`config.mk`:
```
export PLATFORM = sky130hd
export DESIGN_NAME = circular_fifo_queue
export DESIGN_NICKNAME = d
export VERILOG_FILES = /design/src/rtl/cfq_pkg.sv /design/src/rtl/circular_fifo_queue.sv /design/src/rtl/cfq_ctrl.sv /design/src/rtl/cfq_datapath.sv
export SDC_FILE = /design/constraint.sdc
export NUM_CORES = 1
export LEC_CHECK = 0
export ABC_AREA = 1
export BUFFER_PORTS_ARGS = -buffer_cell sky130_fd_sc_hd__buf_2
export CELL_PAD_IN_SITES_DETAIL_PLACEMENT = 1
export CELL_PAD_IN_SITES_GLOBAL_PLACEMENT = 1
export CORE_UTILIZATION = 45
export CTS_CLUSTER_DIAMETER = 150
export DETAILED_ROUTE_END_ITERATION = 16
export PLACE_DENSITY = 0.81
export SLEW_MARGIN = 20
export SYNTH_ARGS = -nofsm -noshare
export SYNTH_HDL_FRONTEND = slang
export SYNTH_HIERARCHICAL = 1
export SYNTH_SLANG_ARGS = --single-unit
```
`constraint.sdc`:
```
create_clock -name clk -period 4.25 [get_ports clk]
set_input_delay 0.85 -clock clk [delete_from_list [all_inputs] [get_ports clk]]
set_output_delay 0.85 -clock clk [all_outputs]
set_load 0.02 [all_outputs]
```
`src/rtl/cfq_pkg.sv`:
```
// Shared constants, types and the controller state encoding for the circular FIFO queue.
package cfq_pkg;

  localparam int unsigned DEPTH_DEFAULT = 16;
  localparam int unsigned WORD_W        = 32;
  localparam int unsigned TOTAL_W       = 32;

  // Command codes carried by in_command.
  localparam logic CMD_ENQUEUE = 1'b0;
  localparam logic CMD_DEQUEUE = 1'b1;

  typedef enum logic [2:0] {
    ST_IDLE = 3'b001,
    ST_EXEC = 3'b010,
    ST_DONE = 3'b100
  } state_t;

  // Commands from the controller to the datapath.
  typedef struct packed {
    logic capture;  // latch the incoming word and read the head slot
    logic execute;  // update storage, pointers and counters, load the result
  } dp_cmd_t;

endpackage

```
`src/rtl/circular_fifo_queue.sv`:
```
// Top level of the circular FIFO queue: controller and datapath.
// Each input word is one command, enqueue or dequeue, on a ring buffer of DEPTH signed 32-bit
// words, and each command gives exactly one result word with the success flag, the word read
// (zero unless a dequeue succeeded), the occupancy afterwards and the saturating refusal and
// wrap totals. After acceptance a command reads the head slot from the synchronous slot memory,
// then updates storage and pointers, and then shows its result; a new command is accepted in the
// cycle after the result has been taken, so the block takes no new command while one is in flight.
// Slot contents are not cleared at reset; only words that were enqueued are ever returned.
module circular_fifo_queue #(
  parameter int unsigned DEPTH = cfq_pkg::DEPTH_DEFAULT
) (
  input  logic                               clk,
  input  logic                               rst_n,
  input  logic                               in_valid,
  output logic                               in_ready,
  input  logic                               in_command,
  input  logic signed [cfq_pkg::WORD_W-1:0]  in_write_value,
  output logic                               out_valid,
  input  logic                               out_ready,
  output logic                               out_ok,
  output logic signed [cfq_pkg::WORD_W-1:0]  out_read_value,
  output logic [$clog2(DEPTH+1)-1:0]         out_occupancy,
  output logic [cfq_pkg::TOTAL_W-1:0]        out_refusal_count,
  output logic [cfq_pkg::TOTAL_W-1:0]        out_wrap_count
);

  cfq_pkg::dp_cmd_t dp_cmd;

  cfq_ctrl u_ctrl (
    .clk       (clk),
    .rst_n     (rst_n),
    .in_valid  (in_valid),
    .in_ready  (in_ready),
    .out_valid (out_valid),
    .out_ready (out_ready),
    .dp_cmd    (dp_cmd)
  );

  cfq_datapath #(
    .DEPTH (DEPTH)
  ) u_datapath (
    .clk               (clk),
    .rst_n             (rst_n),
    .dp_cmd            (dp_cmd),
    .in_command        (in_command),
    .in_write_value    (in_write_value),
    .out_ok            (out_ok),
    .out_read_value    (out_read_value),
    .out_occupancy     (out_occupancy),
    .out_refusal_count (out_refusal_count),
    .out_wrap_count    (out_wrap_count)
  );

endmodule

```
`src/rtl/cfq_ctrl.sv`:
```
// Controller state machine that sequences one command through capture, execute and delivery.
module cfq_ctrl (
  input  logic              clk,
  input  logic              rst_n,
  input  logic              in_valid,
  output logic              in_ready,
  output logic              out_valid,
  input  logic              out_ready,
  output cfq_pkg::dp_cmd_t  dp_cmd
);

  cfq_pkg::state_t state_r;
  cfq_pkg::state_t state_nxt;

  always_comb begin
    state_nxt = state_r;
    case (state_r)
      cfq_pkg::ST_IDLE: begin
        if (in_valid) begin
          state_nxt = cfq_pkg::ST_EXEC;
        end
      end
      cfq_pkg::ST_EXEC: begin
        state_nxt = cfq_pkg::ST_DONE;
      end
      cfq_pkg::ST_DONE: begin
        if (out_ready) begin
          state_nxt = cfq_pkg::ST_IDLE;
        end
      end
      default: begin
        state_nxt = cfq_pkg::ST_IDLE;
      end
    endcase
  end

  always_ff @(posedge clk) begin
    if (!rst_n) begin
      state_r <= cfq_pkg::ST_IDLE;
    end else begin
      state_r <= state_nxt;
    end
  end

  assign in_ready        = (state_r == cfq_pkg::ST_IDLE);
  assign out_valid       = (state_r == cfq_pkg::ST_DONE);
  assign dp_cmd.capture  = in_valid && in_ready;
  assign dp_cmd.execute  = (state_r == cfq_pkg::ST_EXEC);

endmodule

```
`src/rtl/cfq_datapath.sv`:
```
// Datapath: slot memory, head and tail pointers, occupancy, saturating counters and result registers.
module cfq_datapath #(
  parameter int unsigned DEPTH = cfq_pkg::DEPTH_DEFAULT
) (
  input  logic                                   clk,
  input  logic                                   rst_n,
  input  cfq_pkg::dp_cmd_t                       dp_cmd,
  input  logic                                   in_command,
  input  logic signed [cfq_pkg::WORD_W-1:0]      in_write_value,
  output logic                                   out_ok,
  output logic signed [cfq_pkg::WORD_W-1:0]      out_read_value,
  output logic [$clog2(DEPTH+1)-1:0]             out_occupancy,
  output logic [cfq_pkg::TOTAL_W-1:0]            out_refusal_count,
  output logic [cfq_pkg::TOTAL_W-1:0]            out_wrap_count
);

  localparam int unsigned PTR_W = (DEPTH > 1) ? $clog2(DEPTH) : 1;
  localparam int unsigned CNT_W = $clog2(DEPTH + 1);
  localparam logic [PTR_W-1:0] PTR_LAST = PTR_W'(DEPTH - 1);
  localparam logic [CNT_W-1:0] CNT_FULL = CNT_W'(DEPTH);
  localparam logic [cfq_pkg::TOTAL_W-1:0] TOTAL_MAX = '1;

  logic [cfq_pkg::WORD_W-1:0] mem [DEPTH];

  logic                         cmd_r;
  logic [cfq_pkg::WORD_W-1:0]   wval_r;
  logic [cfq_pkg::WORD_W-1:0]   rdata_r;
  logic [PTR_W-1:0]             head_r, head_nxt;
  logic [PTR_W-1:0]             tail_r, tail_nxt;
  logic [CNT_W-1:0]             count_r, count_nxt;
  logic [cfq_pkg::TOTAL_W-1:0]  refused_r, refused_nxt;
  logic [cfq_pkg::TOTAL_W-1:0]  wraps_r, wraps_nxt;
  logic                         ok_nxt;
  logic [cfq_pkg::WORD_W-1:0]   rval_nxt;
  logic                         do_write;

  logic                         ok_r;
  logic [cfq_pkg::WORD_W-1:0]   rval_r;

  // The head slot is read while the word is captured, so its data is ready for execute.
  always_ff @(posedge clk) begin
    if (dp_cmd.capture) begin
      cmd_r   <= in_command;
      wval_r  <= in_write_value;
      rdata_r <= mem[head_r];
    end
    if (do_write) begin
      mem[tail_r] <= wval_r;
    end
  end

  always_comb begin
    head_nxt    = head_r;
    tail_nxt    = tail_r;
    count_nxt   = count_r;
    refused_nxt = refused_r;
    wraps_nxt   = wraps_r;
    ok_nxt      = 1'b0;
    rval_nxt    = '0;
    do_write    = 1'b0;
    if (dp_cmd.execute) begin
      if (cmd_r == cfq_pkg::CMD_ENQUEUE) begin
        if (count_r == CNT_FULL) begin
          if (refused_r != TOTAL_MAX) begin
            refused_nxt = refused_r + 1'b1;
          end
        end else begin
          do_write  = 1'b1;
          ok_nxt    = 1'b1;
          count_nxt = count_r + 1'b1;
          if (tail_r == PTR_LAST) begin
            tail_nxt = '0;
            if (wraps_r != TOTAL_MAX) begin
              wraps_nxt = wraps_r + 1'b1;
            end
          end else begin
            tail_nxt = tail_r + 1'b1;
          end
        end
      end else begin
        if (count_r != '0) begin
          ok_nxt    = 1'b1;
          rval_nxt  = rdata_r;
          count_nxt = count_r - 1'b1;
          head_nxt  = (head_r == PTR_LAST) ? '0 : head_r + 1'b1;
        end
      end
    end
  end

  always_ff @(posedge clk) begin
    if (!rst_n) begin
      head_r    <= '0;
      tail_r    <= '0;
      count_r   <= '0;
      refused_r <= '0;
      wraps_r   <= '0;
    end else begin
      head_r    <= head_nxt;
      tail_r    <= tail_nxt;
      count_r   <= count_nxt;
      refused_r <= refused_nxt;
      wraps_r   <= wraps_nxt;
    end
  end

  always_ff @(posedge clk) begin
    if (dp_cmd.execute) begin
      ok_r   <= ok_nxt;
      rval_r <= rval_nxt;
    end
  end

  assign out_ok            = ok_r;
  assign out_read_value    = rval_r;
  assign out_occupancy     = count_r;
  assign out_refusal_count = refused_r;
  assign out_wrap_count    = wraps_r;

endmodule

```
# == After elaboration in Yosys (flattened, before gate mapping) ==
# Memory sizes are Yosys's and may differ from the RTL's. A register that Yosys moved wholly into a read port is not among the register bits.
# Index checks and enable logic that the tools add are counted.
# word_totals
ff_bits,146
ramBits,512
inputBits,37
output_inout_bits,104
wordCells,55
n_memories,1
# classes
add_sub_neg,6
n_eq_ne,12
muxes,15
bitwise,2
n_reduce_logical,9
# mem_list
memory,words,word_bits,read_ports,rd_clocked_by_memory_dff,wr,line,source
u_datapath.mem,16,32,1,1,1,cfq_datapath.sv:23,logic [cfq_pkg::WORD_W-1:0] mem [DEPTH];
# op_table
operator,n
"adder 32 x 1 -> 32 bit, second input constant",2
"!= test 32 bit, second input constant",2
2-to-1 mux 5 bit,3
case mux 3 bit (3 select lines),1
AND reduction 3 bit,3
"adder 4 x 1 -> 4 bit, second input constant",2
"equality test 4 bit, second input constant",2
2-to-1 mux 4 bit,2
2-to-1 mux 1 bit,7
2-to-1 mux 3 bit,2
"adder 5 x 1 -> 5 bit, second input constant",1
"equality test 5 bit, second input constant",1
AND reduction 5 bit,1
nonzero test 5 bit,1
"subtractor 5 x 1 -> 5 bit, second input constant",1
"!= test 2 x 1 -> 1 bit, second input constant",2
"!= test 2 bit, second input constant",2
AND reduction 2 bit,2
AND reduction 4 bit,1
"equality test 3 x 1 -> 1 bit, second input constant",1
"equality test 3 x 2 -> 1 bit, second input constant",1
"equality test 3 bit, second input constant",1
inverter 1 bit,2
logical AND 1 bit,1

# == Depth between registers and ports, before layout ==
# depth
ltp_word,6
depth_mapped,14
depth_no_buf,12

# == Hierarchy ==
# The synthesis kept the hierarchy.
# modules_own_cells
module,instances,cells_per_inst,area_each_um2,seq_area_each_um2
cfq_datapath,1,2387,27876.7,19859.0
cfq_ctrl,1,24,158.9,60.1

# == Worst setup path before layout ==
# No wires, ideal clock.
# synth_timing
path_type,input-to-reg
startpoint,input port in_valid
endpoint,"register u_datapath.cmd_r, enable pin"
setup_ns,0.488
arrival_time_ns,3.601
t_required_ns,3.762
setup_slack_ns,0.161
path_stages,2
cell_sequence,inv_1 nor2_1
# synth_lines
item,line,source
from (decl),circular_fifo_queue.sv:14,"input logic in_valid,"
to (signal assigned),cfq_datapath.sv:43,cmd_r <= in_command;
to (decl),cfq_datapath.sv:25,logic cmd_r;

==> results.toml <==
[status]
run_status = "complete, no violations"

[run]
drv_cap = 0

[critical_path]
worstPathCellList = "inv_1 -> nand3_1 -> inv_2 -> inv_1 -> nor2_1 -> buf_4 -> nand2_1 -> inv_1 -> nand2_1 -> nor2_4 -> buf_4"
path_common_cell = "inv_1"
r2r_cells = 11
slowest_delay_ps = 720
cp.required_ps = 4560
crit_arrival_ps = 3470
worstSetupPathType = "register to register"
cp_slowest_cell = "nor2_4"
endpoint_kind = "register"
critPathMaxFanout = 20
start_kind = "register"

[grt]
grt-ovfl-total = 0
antenna_found_initial = 2
track_usage_pct = 24.8
grt_pass1_vias = 20584
grt_pass1_wl_um = 120000
grt_max_degree = 259

[route]
antenna_left = 0
firstDrtPassIters = 5
wl_um = 78000
first_iter_violations = 1563
via_per_inst = 5.63
routed-via-count = 19347
route.detailed.drc = 0
drt-wirelength-per-cell_um = 22.7

[timing]
worst_pin_slew_ps = 1310
clock.fmax_mhz = 316
final_hold_viol_count = 0
grt_setup_unrepaired = "no"
slew-limit-headroom_pct = 12.4
setup-tns-final_ps = 0
finalCritPeriodShare_pct = 74.4
setup_viol = 0
min_period_ps = 3160
clock-skew-final_ps = 32.2
drv_slew = 0

[layout]
postLayoutCoreUtil_pct = 52.0
area_delta_synth_final_pct = 14.4
diodes = 0
fin_cells = 3435
fin_nets = 2587
drive_gt1_share_pct = 13.2

[clock_network]
path_clk_slew_ps = 60
cts_max_level = 3
cts_buffers = 74
cts_tree = "done"
root_buffer = "clkbuf_16"
post-cts-setup-buffers = 0
clockBufferDepth = 3
cts.sinks = 690
hold_buffers = 0
clock_latency_ps = 630
cts_resized = 0

[power_and_ir_drop]
powerDensity_nw_per_um2 = 441
ir_worst_vdd_v = 0.000275
power_mw = 14.1
p_leak_nw = 11.2

[yosys]
yosysSeqAreaShare_pct = 71.0
avgSynthCellArea_sq_um = 11.6
netlist-cell-type-count = 41
ys.flop_type = "edfxtp_1"
synth.net_count = 2459
synthArstFlopShare_pct = 0
synth_area_sq_um = 28000
synth-edff-count = 610
syn_inst = 2411
yosysWarnings = 6
ys_ff_latch = 690

[hold_path]
holdPathStages = 1
min_path_type = "input pin to register"

[die]
coreArea_sq_um = 61600
die-area_sq_um = 63300
start_util_pct = 45.5
rows = 91
die_x_um = 252
fp.dieH_um = 252
pin_count = 141

[placement]
place_inst = 3300
gp_congestion = 0.846
numPortBuffers = 140
dp_hpwl_um = 45000
## metal layers
metal,GRT usage (%),part of all wire (%),wire length (um)
met2,42.8,50,39000
met1,31.5,41,32000
met4,9.18,3.2,2490
met5,0,0.040,31
met3,3.98,5.6,4370
## cell families after synthesis
group,Yosys count,share of synthesized area (%)
AO/OA/AOI/OAI,477,9.62
XOR/XNOR,24,0.750
adder cells (fa/ha/maj),11,0.518
buffers and inverters,240,3.74
flip-flops,690,71.0
AND/OR/NAND/NOR,969,14.3
## power breakdown
part / total (mW) / leakage (nW) / switching [mW] / internal (mW)
registers: 7.62 / 6.19 / 0.133 / 7.48
clock network: 6.33 / 1.16 / 2.70 / 3.63
logic: 0.204 / 3.89 / 0.150 / 0.0541
total: 14.1 / 11.2 / 2.98 / 11.2
## layout by cell type, fill, tap and decap left out, types with 14 or more instances in the layout
master / instances
nand2_1: 324
o221ai_1: 19
buf_2: 140
a21oi_1: 49
dfxtp_1: 77
clkinv_1: 15
buf_4: 27
xor2_1: 18
edfxtp_1: 610
nor2_1: 475
nor2_4: 20
clkinv_2: 15
clkbuf_1: 16
o21ai_0: 270
clkbuf_16: 74
nand3_1: 85
o22ai_1: 64
nand3b_1: 14
o21ai_1: 16
inv_1: 109
o211ai_1: 45
## path summary, 6_finish.rpt
kind / start / slack, ps / endpoint
max: u_ctrl/state_r[2] / 1090 / u_datapath/mem[0][6]
min: in_write_value[28] / 400 / u_datapath/wval_r[28]
max reg2reg: u_ctrl/state_r[2] / 1090 / u_datapath/mem[0][6]
min reg2reg: u_datapath/out_wrap_count[31] / 510 / u_datapath/out_wrap_count[31]
## sequential cells by signal, summed over array words and instances (netlist names)
signal and count:
u_ctrl/state_r 3, u_datapath/head_r 4, u_datapath/rdata_r 32, u_datapath/tail_r 4, u_datapath/out_refusal_count 32, u_datapath/out_read_value 32
u_datapath/out_occupancy 5, u_datapath/wval_r 32, u_datapath/cmd_r 1, u_datapath/out_ok 1, u_datapath/out_wrap_count 32, u_datapath/mem 512
## cells in the mapped netlist, types with 11 or more instances
cell	n	area, sq um
inv_1	112	420
o21ai_0	270	1350
o21ai_1	16	80.1
a21oi_1	49	245
xor2_1	18	158
nand3b_1	14	105
o22ai_1	64	400
nand2_1	325	1220
o211ai_1	45	338
o221ai_1	19	166
clkbuf_1	71	267
nor2_1	492	1850
buf_2	26	130
dfxtp_1	80	1600
edfxtp_1	610	18300
nand3_1	85	425
buf_4	11	82.6
## metrics by stage
step | area [sq um] | hold WS, ps | worst slack, ps
2_1_floorplan | 28000 | 477 | 161
4_1_cts | 32100 | 366 | 1060
6_report | 32100 | 400 | 1090
5_1_grt | 32100 | 374 | 890
3_3_place_gp | 29600 | 496 | 1230
3_5_place_dp | 29700 | 510 | 1120
## worst max-delay path, delay by kind of cell, from the launching register on
kind	cells	cell delay, ps
DFF	1	310
and+or+nand+nor	5	1500
buffers and inverters	6	1040
## cell type report
| cell class | instances | area, sq um |
|---|---|---|
| Tap cell | 837 | 1050 |
| Fill cell | 6376 | 29500 |
| Inverter | 117 | 445 |
| Timing Repair Buffer | 175 | 1070 |
| Sequential cell | 690 | 19900 |
| Clock buffer | 91 | 1930 |
| Multi-Input combinational cell | 1481 | 7200 |
| Clock inverter | 44 | 440 |
No activity file was read; power rests on OpenSTA's default activity.
